**config.mk**
```make
export PLATFORM = sky130hd
export DESIGN_NAME = olss_cell
export DESIGN_NICKNAME = d
export VERILOG_FILES = /design/src/design/olss_pkg.sv /design/src/design/olss_cell.sv
export SDC_FILE = /design/constraint.sdc
export NUM_CORES = 1
export LEC_CHECK = 0
export BUFFER_PORTS_ARGS = -buffer_cell sky130_fd_sc_hd__buf_2
export CORE_MARGIN = 4
export CORE_UTILIZATION = 44
export CTS_BUF_LIST = sky130_fd_sc_hd__clkbuf_16
export DETAILED_ROUTE_END_ITERATION = 10
export PLACE_DENSITY = 0.86
export SYNTH_ARGS = -nofsm -noshare
export SYNTH_HDL_FRONTEND = slang
export SYNTH_SLANG_ARGS = --single-unit
```
**constraint.sdc**
```tcl
create_clock -name i_clk -period 3.4 [get_ports i_clk]
set_input_delay 0.17 -clock i_clk [delete_from_list [all_inputs] [get_ports i_clk]]
set_output_delay 0.17 -clock i_clk [all_outputs]
set_load 0.005 [all_outputs]
```
**src/design/olss_pkg.sv**
```systemverilog
// shared types and constants of the ordered list shift store
package olss_pkg;

    localparam int CAPACITY_DEF  = 32;
    localparam int WORD_BITS_DEF = 32;

    typedef enum logic [2:0] {
        REQ_APPEND = 3'd0,
        REQ_DROP   = 3'd1,
        REQ_INSERT = 3'd2,
        REQ_ERASE  = 3'd3,
        REQ_FIND   = 3'd4,
        REQ_READ   = 3'd5
    } t_req;

    typedef enum logic [2:0] {
        ST_DONE     = 3'd0,
        ST_FULL     = 3'd1,
        ST_EMPTY    = 3'd2,
        ST_RANGE    = 3'd3,
        ST_NOTFOUND = 3'd4
    } t_status;

    typedef struct packed {
        logic append;
        logic insert;
        logic erase;
    } t_cell_op;

endpackage

```
**src/design/olss_cell.sv**
```systemverilog
// one list cell: holds an entry, shifts with its neighbors, compares for find
module olss_cell #(
    parameter int IDX       = 0,
    parameter int XW        = 6,
    parameter int WORD_BITS = 32
) (
    input  logic                   i_clk,
    input  olss_pkg::t_cell_op     i_op,
    input  logic [XW-1:0]          i_pos,
    input  logic [XW-1:0]          i_count,
    input  logic [WORD_BITS-1:0]   i_word,
    input  logic [WORD_BITS-1:0]   i_prev,
    input  logic [WORD_BITS-1:0]   i_next,
    output logic [WORD_BITS-1:0]   o_entry,
    output logic                   o_match
);
    import olss_pkg::*;

    localparam logic [XW-1:0] IDX_X  = XW'(IDX);
    localparam logic [XW-1:0] IDX_X1 = XW'(IDX + 1);

    logic [WORD_BITS-1:0] r_entry;
    logic [WORD_BITS-1:0] n_entry;

    always_comb begin
        n_entry = r_entry;
        if (i_op.append && (IDX_X == i_count)) begin
            n_entry = i_word;
        end
        if (i_op.insert) begin
            if (IDX_X == i_pos) begin
                n_entry = i_word;
            end else if ((IDX_X > i_pos) && (IDX_X <= i_count)) begin
                n_entry = i_prev;
            end
        end
        if (i_op.erase && (IDX_X >= i_pos) && (IDX_X1 < i_count)) begin
            n_entry = i_next;
        end
    end

    always_ff @(posedge i_clk) begin
        r_entry <= n_entry;
    end

    assign o_entry = r_entry;
    assign o_match = (r_entry == i_word) && (IDX_X < i_count);

endmodule

```
# Word-level counts from Yosys, hierarchy flattened
# Cells that the tools add are included.
# Widths: inputs -> output; s select.
[totals]
reg_bits = 32
inputBits = 112
[classes]
magnitude_cmp = 5
n_eq_ne = 1
reduce_logical = 7
mux = 5
[ops]
columns = ["op", "n"]
rows = [
  ["$mux 32", 5],
  ["$eq 32x32->1", 1],
  ["$logic_not 6->1", 2],
  ["$lt 1x6->1 const A", 2],
  ["$ge 1x6->1 const A", 1],
  ["$gt 1x6->1 const A", 1],
  ["$le 1x6->1 const A", 1],
  ["$logic_and 1x1->1", 5],
]

# Depth between registers and ports, before layout
[logic_depth]
word_depth = 7
ltp_mapped = 6
ltp_nobuf = 4

# Worst setup path before layout
# No wires, ideal clock.
[synth_path]
path_type = "input -> register"
startpoint = "input i_count[5]"
endpoint = "register r_entry[10], in the netlist o_entry[10]"
arrival_ns = 1.349
path_buffers = 2
setup_slack_ns = 1.915
stages = 6
setup_ns = 0.136
path_cell_list = "or3_4 -> or3_1 -> buf_2 -> buf_6 -> nand3_2 -> a31oi_1"
[synth_via]
elab_chain_cells = 7
elab_cells_between_ends = 11
[synth_lines]
columns = ["item", "line_no", "source"]
rows = [
  ["from (decl)", "olss_cell.sv:10", "input logic [XW-1:0] i_count,"],
  ["parallel branches: the longest is 6 deep, another holds $le 1x6->1", "-", ""],
  ["$mux 32 (*)", "olss_cell.sv:37", "if (i_op.erase && (IDX_X >= i_pos) && (IDX_X1 < i_count)) begin"],
  ["via n_entry[10]", "olss_cell.sv:23", "logic [WORD_BITS-1:0] n_entry;"],
  ["to (signal assigned)", "olss_cell.sv:43", "r_entry <= n_entry;"],
  ["to (decl)", "olss_cell.sv:22", "logic [WORD_BITS-1:0] r_entry;"],
]
# Mark *: on every way through the listed nets, which the timed path passes.

# Worst setup path in the final report
[layout_path]
startpoint = "input i_pos[5]"
endpoint = "register r_entry[20], in the netlist o_entry[20]"
[layout_via]
elab_chain_cells = 6
elab_cells_between_ends = 10
[layout_lines]
columns = ["item", "line_no", "source"]
rows = [
  ["from (decl)", "olss_cell.sv:9", "input logic [XW-1:0] i_pos,"],
  ["$gt 1x6->1", "olss_cell.sv:33", "end else if ((IDX_X > i_pos) && (IDX_X <= i_count)) begin"],
  ["$logic_and 1x1->1", "olss_cell.sv:33", ""],
  ["$mux 32", "olss_cell.sv:33", ""],
  ["$mux 32", "olss_cell.sv:31", "if (IDX_X == i_pos) begin"],
  ["$mux 32", "olss_cell.sv:30", "if (i_op.insert) begin"],
  ["$mux 32 (*)", "olss_cell.sv:37", ""],
  ["via n_entry[20]", "olss_cell.sv:23", ""],
]
# Mark *: on every way through the listed nets, which the timed path passes. The rest lies on a longest branch.

==> metrics.md <==
| Metric | Value |
|---|---|
| Final Setup Violations | `0` |
| Crit Path Class | `in2reg` |
| Final Cycle Share | `a little under three fifths` |
| WL per Instance | `approximately 16 um` |
| Die Height | `75.1 um` |
| Layout cells sized above 1 | `47.2%` |
| CTS tree | `done` |
| RSZ-0062 raised after global routing | `no` |
| Syn. warnings | `0` |
| First-pass DRT Iterations | `4` |
| Largest register FFs | `32` |
| I/O pin count | `145` |
| Hold Crit Class | `in2reg` |
| Vias | `2133` |
| Setup crit end kind | `flop` |
| Sink Count | `32` |
| P&R area growth vs syn | `35.8%` |
| Die X | `75.1 um` |
| Routed Antenna Nets | `0` |
| Initial antenna violation count | `0` |
| Leak | `1.32 nW` |
| Starting Density | `a little under half` |
| Max transition margin | `29.0%` |
| Final HPWL DP | `4430 um` |
| Final max-slew violation count | `0` |
| Total global routing overflow | `0` |
| Port buffer count | `112` |
| Core Util, Final | `around three fifths` |
| Fmax | `519 MHz` |
| Routed vias/inst | `5.48` |
| Syn Nets | `345` |
| Max clock buf depth | `2` |
| Power per cell area | `approximately 550 mW/mm2` |
| Worst Path Max Fanout | `17` |
| DRC | `0` |
| Cts repair resizes | `0` |
| Root Buffer Master | `clkbuf_16` |
| Vias in the first global route | `between 1500 and 2000` |
| Mapped Cells | `233` |
| Critical Path AT | `2.04 ns` |
| Post-CTS Setup Inserts | `0` |
| First DRT Iteration DRCs | `137` |
| Setup total negative slack | `0 ns` |
| Max-cap violations | `0` |
| DRT Wirelength | `6140 um` |
| Register area share after synthesis | `32.3%` |
| Netlist Area Pre-Place | `0.00198 mm2` |
| CP required | `between 3 and 4 ns` |
| Clock Skews | `0 ns` |
| ANT cells | `0` |
| H-tree levels | `2` |
| Layout fillers | `391` |
| Syn Area/Cell | `8.50 um2` |
| VDD IR max | `0.309 mV` |
| Fin crit period | `1.93 ns` |
| Yosys reg bits | `32` |
| Nets | `448` |
| Worst setup SP type | `input port` |
| Status | `finished, final reports clean` |
| Clk Latency, worst-skew pair | `0.27 ns` |
| Synth cell types | `23` |
| Core Area | `0.00435 mm2` |
| Reg clk slew, reported paths | `0.05 ns` |
| Placer Congestion | `0.806` |
| DIE AREA | `0.00564 mm2` |
| CTS Hold Buffers Added | `0` |
| Total CTS buffers | `5` |
| Num rows | `24` |
| Final Hold Violating Endpoints | `0` |
| Slew @ Worst Pin | `between 1 and 1.5 ns` |
| Gr usage total | `a little over a fifth` |
| Pin count of the biggest net entering global routing | `37` |
| First-pass GRT wire length | `9210 um` |
-- worst paths after layout --
check,startpoint,end,slack [ns],depth (start not counted)
worst min-delay path,i_next[12],o_entry[12],0.16,3
worst max-delay path,i_pos[5],o_entry[20],1.47,6
worst min register to register,o_entry[5],o_entry[5],0.50,2
worst max register to register,o_entry[8],o_entry[8],2.64,2
-- cells in the mapped netlist --
library cell / instances / area [um2]
a31oi_1: 32 / 200
and3_1: 1 / 6.26
buf_2: 4 / 20.0
buf_4: 3 / 22.5
buf_6: 3 / 33.8
clkbuf_1: 6 / 22.5
clkbuf_2: 3 / 15.0
dfxtp_1: 32 / 641
nand2b_1: 1 / 6.26
nand3_1: 3 / 15.0
nand3_2: 30 / 300
nand4_1: 2 / 12.5
nor2_1: 33 / 124
nor3_1: 2 / 10.0
nor3_2: 1 / 10.0
nor4_1: 8 / 50.1
nor4_2: 1 / 12.5
o2111ai_2: 1 / 15.0
o21ai_0: 32 / 160
or2_2: 1 / 6.26
or3_1: 1 / 6.26
or3_4: 1 / 11.3
xor2_1: 32 / 280
-- power breakdown --
part           switching, mW  leakage [nW]  internal (mW)  total (mW)
sequential             0.121         0.269          0.492       0.613
clock                  0.161        0.0710          0.266       0.427
combinational          0.194         0.981          0.237       0.431
-- logic make-up after synthesis --
group / after synthesis / share of synthesized area [%]
xor+xnor: 32 / 14.2
compound gates: 65 / 19.0
buf+inv: 19 / 5.75
simple gates: 85 / 28.8
flops: 32 / 32.3
-- cell usage in the layout (no fill, tap or decap), drive strengths merged --
cell type  instances
clkinv             3
a31oi             32
or3                2
xor2              32
nand2b             1
nor4               9
nor3               3
nand4              2
o2111ai            1
dfxtp             32
or2                1
and3               1
nand3             33
buf              115
nor2              33
clkbuf             5
o21ai             32
-- cell type report --
cell class | count | area (um2) | share of cell area, %
flip-flops and latches | 32 | 641 | 23.8
clock inverters | 3 | 13.8 | 0.512
repair buffers | 115 | 596 | 22.1
well taps | 52 | 65.1 | 2.42
clock buffers | 5 | 125 | 4.65
multi-input cells | 182 | 1250 | 46.5
-- critical path, cell delays in order --
cell     delay [ns]
buf_2          0.11
nor4_2         0.54
nand3_2        0.56
buf_4          0.43
nand3_2        0.11
a31oi_1        0.10
-- layer usage --
layer | vias to the layer above | track usage, % | share of wire, %
met3 | 6 | 6.14 | 8.6
met1 | 992 | 26.9 | 44
met2 | 88 | 34.7 | 47
met5 | - | 0 | 0
met4 | 0 | 5.93 | 0.77
li1 | 1047 | - | -
-- stage by stage --
step | hold WS (ns) | total power, mW | std cells | cell area [um2] | setup slack, ns
floorplan | 0.340 | 0.826 | 233 | 1980 | 1.91
global placement | 0.428 | 1.04 | 381 | 2550 | 1.23
detailed placement | 0.440 | 1.05 | 381 | 2550 | 1.22
CTS | 0.156 | 1.48 | 389 | 2690 | 1.51
global route | 0.160 | 1.56 | 389 | 2690 | 1.31
finish | 0.160 | 1.47 | 389 | 2690 | 1.47
Power figures use the tool's default switching activity.
