==> src/design/olss_pkg.sv <==
// shared types and constants of the ordered list shift store
package olss_pkg;

    localparam int CAPACITY_DEF  = 32;
    localparam int WORD_BITS_DEF = 32;

    typedef enum logic [2:0] {
        REQ_APPEND = 3'd0,
        REQ_DROP   = 3'd1,
        REQ_INSERT = 3'd2,
        REQ_ERASE  = 3'd3,
        REQ_FIND   = 3'd4,
        REQ_READ   = 3'd5
    } t_req;

    typedef enum logic [2:0] {
        ST_DONE     = 3'd0,
        ST_FULL     = 3'd1,
        ST_EMPTY    = 3'd2,
        ST_RANGE    = 3'd3,
        ST_NOTFOUND = 3'd4
    } t_status;

    typedef struct packed {
        logic append;
        logic insert;
        logic erase;
    } t_cell_op;

endpackage

==> src/design/olss_ifs.sv <==


interface olss_rsp_if;
    logic              valid;
    logic              ready;
    logic [2:0]        status;
    logic [4:0]        found_index;
    logic signed [31:0] read_value;
    logic [5:0]        entry_count;

    modport source (output valid, status, found_index, read_value, entry_count, input ready);
    modport sink   (input valid, status, found_index, read_value, entry_count, output ready);
endinterface

==> src/design/olss_resolve.sv <==
// result stage: resolves the find match vector and holds the result register
module olss_resolve #(
    parameter int CAPACITY = 32,
    parameter int CW       = 6
) (
    input  logic                  i_clk,
    input  logic                  i_rst_n,
    input  logic                  i_load,
    input  olss_pkg::t_status     i_status,
    input  logic                  i_is_find,
    input  logic [CAPACITY-1:0]   i_match,
    input  logic signed [31:0]    i_read_value,
    input  logic [CW-1:0]         i_count,
    output logic                  o_free,
    olss_rsp_if.source            o_rsp
);
    import olss_pkg::*;

    localparam int IW = $clog2(CAPACITY);

    logic                r_p_valid;
    t_status             r_p_status;
    logic                r_p_find;
    logic [CAPACITY-1:0] r_p_match;
    logic signed [31:0]  r_p_read;
    logic [CW-1:0]       r_p_count;

    logic                r_o_valid;
    t_status             r_o_status;
    logic [IW-1:0]       r_o_index;
    logic signed [31:0]  r_o_read;
    logic [CW-1:0]       r_o_count;

    logic                w_move;
    logic [IW-1:0]       w_index;
    t_status             w_status;

    assign w_move = r_p_valid && (!r_o_valid || o_rsp.ready);
    assign o_free = !r_p_valid || w_move;

    // lowest matching cell wins
    always_comb begin
        w_index = '0;
        for (int i = CAPACITY - 1; i >= 0; i--) begin
            if (r_p_match[i]) begin
                w_index = IW'(i);
            end
        end
    end

    always_comb begin
        w_status = r_p_status;
        if (r_p_find) begin
            w_status = (|r_p_match) ? ST_DONE : ST_NOTFOUND;
        end
    end

    always_ff @(posedge i_clk) begin
        if (!i_rst_n) begin
            r_p_valid <= 1'b0;
            r_o_valid <= 1'b0;
        end else begin
            r_p_valid <= i_load || (r_p_valid && !w_move);
            r_o_valid <= w_move || (r_o_valid && !o_rsp.ready);
        end
        if (i_load) begin
            r_p_status <= i_status;
            r_p_find   <= i_is_find;
            r_p_match  <= i_match;
            r_p_read   <= i_read_value;
            r_p_count  <= i_count;
        end
        if (w_move) begin
            r_o_status <= w_status;
            r_o_index  <= (r_p_find && (|r_p_match)) ? w_index : '0;
            r_o_read   <= r_p_read;
            r_o_count  <= r_p_count;
        end
    end

    assign o_rsp.valid       = r_o_valid;
    assign o_rsp.status      = r_o_status;
    assign o_rsp.found_index = 5'(r_o_index);
    assign o_rsp.read_value  = r_o_read;
    assign o_rsp.entry_count = 6'(r_o_count);

`ifndef SYNTH
    a_no_load_busy: assert property (@(posedge i_clk) disable iff (!i_rst_n)
        i_load |-> o_free)
        else $error("request loaded while result stage is busy");
    a_index_matches: assert property (@(posedge i_clk) disable iff (!i_rst_n)
        (w_move && r_p_find && (|r_p_match)) |-> r_p_match[w_index])
        else $error("found index does not point at a match");
    a_out_holds: assert property (@(posedge i_clk) disable iff (!i_rst_n)
        (r_o_valid && !o_rsp.ready) |=> (r_o_valid && $stable(r_o_count)))
        else $error("stalled result changed");
`endif

endmodule

==> src/flat_wrapper.sv <==
// flat-port wrapper written by rule: the top's interface ports become plain ports
module olss_resolve_flat import olss_pkg::*;
#(
    parameter int CAPACITY = 32,
    parameter int CW       = 6
)
  (i_clk, i_rst_n, i_load, i_status, i_is_find, i_match, i_read_value, i_count, o_free, o_rsp_valid, o_rsp_status, o_rsp_found_index, o_rsp_read_value, o_rsp_entry_count, o_rsp_ready);
  olss_rsp_if o_rsp_i ();
  input  logic i_clk;
  input  logic i_rst_n;
  input  logic i_load;
  input  olss_pkg::t_status i_status;
  input  logic i_is_find;
  input  logic [CAPACITY-1:0] i_match;
  input  logic signed [31:0] i_read_value;
  input  logic [CW-1:0] i_count;
  output logic o_free;
  output wire logic [$bits(o_rsp_i.valid)-1:0] o_rsp_valid;
  output wire logic [$bits(o_rsp_i.status)-1:0] o_rsp_status;
  output wire logic [$bits(o_rsp_i.found_index)-1:0] o_rsp_found_index;
  output wire logic [$bits(o_rsp_i.read_value)-1:0] o_rsp_read_value;
  output wire logic [$bits(o_rsp_i.entry_count)-1:0] o_rsp_entry_count;
  input wire logic [$bits(o_rsp_i.ready)-1:0] o_rsp_ready;
  assign o_rsp_valid = o_rsp_i.valid;
  assign o_rsp_status = o_rsp_i.status;
  assign o_rsp_found_index = o_rsp_i.found_index;
  assign o_rsp_read_value = o_rsp_i.read_value;
  assign o_rsp_entry_count = o_rsp_i.entry_count;
  assign o_rsp_i.ready = o_rsp_ready;
  olss_resolve #(.CAPACITY(CAPACITY), .CW(CW)) u_core (.i_clk(i_clk), .i_rst_n(i_rst_n), .i_load(i_load), .i_status(i_status), .i_is_find(i_is_find), .i_match(i_match), .i_read_value(i_read_value), .i_count(i_count), .o_free(o_free), .o_rsp(o_rsp_i));
endmodule
==> config.mk <==
export PLATFORM = sky130hd
export DESIGN_NAME = olss_resolve_flat
export DESIGN_NICKNAME = d
export VERILOG_FILES = /design/src/design/olss_pkg.sv /design/src/design/olss_ifs.sv /design/src/design/olss_resolve.sv /design/src/flat_wrapper.sv
export SDC_FILE = /design/constraint.sdc
export NUM_CORES = 1
export LEC_CHECK = 0
export BUFFER_PORTS_ARGS = -buffer_cell sky130_fd_sc_hd__clkbuf_2
export CORE_MARGIN = 5
export CORE_UTILIZATION = 47
export CTS_BUF_LIST = sky130_fd_sc_hd__clkbuf_8
export DETAILED_ROUTE_END_ITERATION = 16
export GPL_TIMING_DRIVEN = 0
export HOLD_SLACK_MARGIN = 0.1
export PLACE_DENSITY_LB_ADDON = 0.1
export RECOVER_POWER = 25
export SLEW_MARGIN = 20
export SYNTH_ARGS = -nofsm -noshare
export SYNTH_HDL_FRONTEND = slang
export SYNTH_SLANG_ARGS = --single-unit
==> constraint.sdc <==
create_clock -name i_clk -period 2.83 [get_ports i_clk]
set_input_delay 0.1415 -clock i_clk [delete_from_list [all_inputs] [get_ports i_clk]]
set_output_delay 0.1415 -clock i_clk [all_outputs]
set_load 0.01 [all_outputs]
After elaboration in Yosys (flattened, before gate mapping):

Index checks and enable logic that the tools add are counted.
Widths: inputs -> output; s select.

* register bits after elaboration: 122
* latch bits: 0
* memory bits (writable): 0
* bits in read-only memories: 0
* bits of input ports: 78
* output and inout bits: 48
* word-level logic and storage cells: 67
* memories: 0

* $add $sub $neg: 0
* multipliers: 0
* div/mod/pow operators: 0
* order comparisons: 0
* equal/unequal tests: 0
* shift-type cells: 0
* muxes and demuxes: 33
* bitwise operators: 1
* reductions and logical operators: 18

Operator list (number)
* $mux 5: 16
* $mux 4: 8
* $reduce_or 32->1: 1
* $mux 3: 6
* $reduce_or 17->1: 1
* $reduce_or 9->1: 1
* $reduce_or 5->1: 1
* $logic_and 1x1->1: 4
* $logic_not 1->1: 4
* $logic_or 1x1->1: 4
* $mux 2: 2
* $reduce_or 3->1: 1
* $reduce_or 2->1: 1
* $mux 1: 1
* $not 1->1: 1

Logic depth before layout (Yosys ltp):

* depth in word-level cells: 31
* gate-level depth with buffers: 5
* depth with buffers taken out: 5

Worst setup path after synthesis:

No wires, ideal clock.

* kind: register -> register
* from: register u_core.r_o_valid, in the netlist u_core.o_rsp.valid
* to: register u_core.r_o_count[0], in the netlist u_core.o_rsp.entry_count[0] (enable)
* library setup time: 455 ps
* arrival: 2560 ps
* data required time: 2375 ps
* path slack: -185 ps
* cell stages (with the launch flop): 3
* buffers on the path: 0
* cell sequence: dfxtp_1 > nor2b_1 > nor2b_1

* cells in the longest elaborated chain, start to end: 3

RTL lines
* start, declared: line olss_resolve.sv:28 `logic r_o_valid;`
* start signal, assigned: line olss_resolve.sv:64 `r_o_valid <= w_move || (r_o_valid && !o_rsp.ready);`
* $logic_not 1->1: line olss_resolve.sv:38 `assign w_move = r_p_valid && (!r_o_valid || o_rsp.ready);`
* $logic_or 1x1->1: line olss_resolve.sv:38
* $logic_and 1x1->1: line olss_resolve.sv:38
* named net u_core.w_move: line olss_resolve.sv:34 `logic w_move;`
* end signal, assigned: line olss_resolve.sv:77 `r_o_count <= r_p_count;`
* end, declared: line olss_resolve.sv:32 `logic [CW-1:0] r_o_count;`

The timed path passes the listed nets, and every way through them passes these cells.
A chain may end at the register's enable or synchronous reset.

Worst setup path in the final report:

* from: register u_core.r_p_match[13]
* to: register u_core.r_o_index[2], in the netlist u_core.o_rsp.found_index[2], data pin

* cells in the longest elaborated chain, start to end: 10
* elaborated cells on any way between the ends: 14
* those cells by class: 10 x mux; 1 x bitwise; 3 x reduce/logical

RTL lines
* start, declared: line olss_resolve.sv:24 `logic [CAPACITY-1:0] r_p_match;`
* start signal, assigned: line olss_resolve.sv:69 `r_p_match <= i_match;`
* $mux 4 (6 in a row): line olss_resolve.sv:45 `if (r_p_match[i]) begin`
* $mux 3 (4 in a row): line olss_resolve.sv:45
* end signal, assigned: line olss_resolve.sv:75 `r_o_index <= (r_p_find && (|r_p_match)) ? w_index : '0;`
* end, declared: line olss_resolve.sv:30 `logic [IW-1:0] r_o_index;`

Parallel ways exist; a longest one is shown, timed or not.

==> flow_metrics.env <==
export IMPL_port_buffers=125
export IMPL_grt_pass1_vias=2631
export IMPL_yosysUniqueCellTypes=30
export IMPL_max_cap_violations=1
export IMPL_vias=2534
export IMPL_status="finished with violations"
export IMPL_wl_per_cell_um=15.36
export IMPL_path_max_fanout=4
export IMPL_relSlewSlack_pct=-3.766
export IMPL_fin_skew_ns=0.01084
export IMPL_yosysMostFrequentCell="edfxtp_1"
export IMPL_period_needed_ns=2.064
export IMPL_hold_start="o_rsp_ready"
export IMPL_grt_pass1_wl_um=12560
export IMPL_r2r_slack_ns=0.77
export IMPL_syn_inst=199
export IMPL_diodes=0
export IMPL_nNetsFinal=500
export IMPL_synth_main_ff_cell="edfxtp_1"
export IMPL_arrival_ns=2.24
export IMPL_drcViolationCount=0
export IMPL_worstSetupPathType="reg2reg"
export IMPL_dieArea_um2=10710
export IMPL_viasPerCell=4.667
export IMPL_drt_wl_total_um=8343
export IMPL_core_area_um2=8636
export IMPL_grt_max_degree=50
export IMPL_ios=126
export IMPL_finalMaxSlewViolations=27
export IMPL_synthTopCellsByArea="edfxtp_1 88%, nor4_1 1.4%, dfxtp_1 0.98%"
export IMPL_antenna_found_initial=0
export IMPL_p_per_area_nw_per_um2=659.4
export IMPL_violations="capacitance limit, slew limit"
export IMPL_worstMarginPinSlew_ns=1.556
export IMPL_synth_common_cells="120 x edfxtp_1, 9 x nor2_1, 9 x nor4_1"
export IMPL_row_count=34
export IMPL_track_usage_pct=16.19
export IMPL_clock_tree_root_cell="clkbuf_8"
export IMPL_hold_path_class="in2reg"
export IMPL_worstPathRequired_ns=3.00
export IMPL_cp_start_kind="flip-flop"
export IMPL_period_share_pct=72.92
export IMPL_yosys_area_top_type="edfxtp_1"
export IMPL_drt_pass1_iterations=4
export IMPL_post_cts_setup_buffers=0
export IMPL_drtIter0Drc=63
export IMPL_post_synth_top_area_fraction_pct=87.75
export IMPL_fmax_mhz=484.6
export IMPL_dieWidth_um=103.5
export IMPL_r2r_start="u_core.r_p_match[13]"
export IMPL_fin_setup_tns_ns=0
export IMPL_hold_end="u_core.r_p_valid"
export IMPL_synth_area_um2=4106
export IMPL_die_y_um=103.5
export IMPL_gr_total_overflow=0
export IMPL_clkTransAtPathRegs_ns=0.08
export IMPL_syn_num_nets=277
export IMPL_async_reset_ff_share_pct=0
export IMPL_crit_path_end_kind="flip-flop"
export IMPL_area_growth_pct=49.18
export IMPL_dpl_hpwl_um=5110
export IMPL_rsz0062_at_grt="false"
export IMPL_stdcell_area_um2=6126
export IMPL_gp_congestion=0.7595
export IMPL_clock_latency_ns=0.42
export IMPL_setup_viol=0
export IMPL_cts_tree="yes"
export IMPL_clk_path_buf_depth=2
export IMPL_seq_area_frac_synth_pct=88.73
export IMPL_holdPathStages=4
export IMPL_htreeDepth=4
export IMPL_synth_edf_count=120
export IMPL_peakVddDrop_mv=0.4047
export IMPL_cts_buffers_inserted=17
export IMPL_cts_sinks=122
export IMPL_power_leakage_nw=2.377
export IMPL_hold_viol=0
export IMPL_ys_warn_count=0
export IMPL_r2r_cells=5
export IMPL_ys_ff_latch=122
export IMPL_place_area_um2=4960
export IMPL_layout_drive_gt1_share_pct=37.24
export IMPL_worstReg2RegEnd="u_core.o_rsp.found_index[2]"
export IMPL_final_antenna_net_count=0
export IMPL_n_fill_cell=582
export IMPL_start_util_pct=47.55
export IMPL_syn_avg_cell_area_um2=20.64
-- state kept, by name (all words and copies together) (netlist names) --
register / flops
u_core.r_p_read: 32
u_core.o_rsp.found_index: 5
u_core.o_rsp.read_value: 32
u_core.o_rsp.valid: 1
u_core.r_p_find: 1
u_core.r_p_valid: 1
u_core.r_p_count: 6
u_core.r_p_status: 3
u_core.o_rsp.entry_count: 6
u_core.o_rsp.status: 3
u_core.r_p_match: 32
-- power breakdown --
| group | leakage (nW) | internal, W | switching, W | total (W) |
|---|---|---|---|---|
| logic | 1.01 | 0.000163 | 0.000122 | 0.000285 |
| clock network | 0.199 | 0.000869 | 0.000696 | 0.00157 |
| registers | 1.17 | 0.00213 | 0.0000591 | 0.00219 |
-- kinds of logic after synthesis --
logic type | Yosys count | share of synthesized area [%]
flops | 122 | 88.73
simple gates | 44 | 6.185
buf+inv | 6 | 0.5484
compound gates | 27 | 4.540
-- how the worst max path moves through the flow --
| stage | start | to | slack (ns) |
|---|---|---|---|
| floorplan | u_core.o_rsp.valid | u_core.o_rsp.entry_count[0] | 0.70 |
| global placement | u_core.o_rsp.valid | u_core.o_rsp.read_value[8] | 0.21 |
| detailed placement | u_core.r_p_match[29] | u_core.o_rsp.found_index[0] | 0.83 |
| CTS | u_core.r_p_match[29] | u_core.o_rsp.found_index[2] | 0.82 |
| global route | u_core.r_p_match[13] | u_core.o_rsp.found_index[0] | 0.54 |
| finish | u_core.r_p_match[13] | u_core.o_rsp.found_index[2] | 0.77 |
-- cells in the final DEF, fill, tap and decap left out, types with 2 or more instances in the layout --
master,count
o31ai_1,2
dlygate4sd3_1,76
clkbuf_2,124
nand2b_1,3
clkinv_2,3
nand4_1,2
a211oi_1,2
dfxtp_1,2
nor3_1,5
nor2_1,9
o21bai_1,3
bufinv_16,3
edfxtp_1,120
nor4_1,9
a21oi_1,6
inv_1,6
o21ai_0,4
nor2b_1,5
nand2_1,4
clkinv_4,4
clkbuf_8,17
clkinvlp_4,3
buf_16,3
nor4_2,2
-- stage by stage --
stage               setup slack [ns]  hold slack (ns)  power (W)  utilization (%)  cells
finish                        0.7664           0.1759   0.004039            70.94    543
global route                  0.5428           0.2191   0.004187            70.94    543
CTS                           0.8158           0.1497   0.004070            70.98    543
detailed placement            0.8317           0.3201   0.002428            57.43    435
global placement              0.2072           0.3181   0.002407            56.39    432
floorplan                     0.7004           0.2404   0.002281                -    199
-- repair_timing --
action / 4_1_cts / 5_1_grt
hold endpoints to repair: 76 / 0
resized for setup: 0 / 0
hold buffers: 76 / 0
setup endpoints to repair: 0 / 0
-- worst max-delay path: stages (launching register included) --
cell	delay, ns
edfxtp_1	0.44
nor4_1	0.55
nand4_1	0.25
o21bai_1	0.34
a311o_1	0.20
nor3_2	0.04
-- layer usage --
layer  vias up  global-route usage [%]  wire length (um)  part of all wire, %
met1      1183                   18.59              3363                   40
met2        82                   28.53              4388                   53
met3        12                   4.091               468                  5.6
met4         0                   7.171               123                  1.5
met5         -                       0                 0                    0
li1       1257                       -                 -                    -
-- cell type report --
cell class / count / area, um^2 / area share (%)
sequential: 122 / 3643 / 59.48
clock inverter: 15 / 175.2 / 2.859
tap: 108 / 135.1 / 2.206
multi-input combinational: 71 / 447.9 / 7.312
inverter: 6 / 22.52 / 0.3676
clock buffer: 17 / 234.0 / 3.819
timing repair buffer: 204 / 1468 / 23.96
No activity file was read; power rests on OpenSTA's default activity.
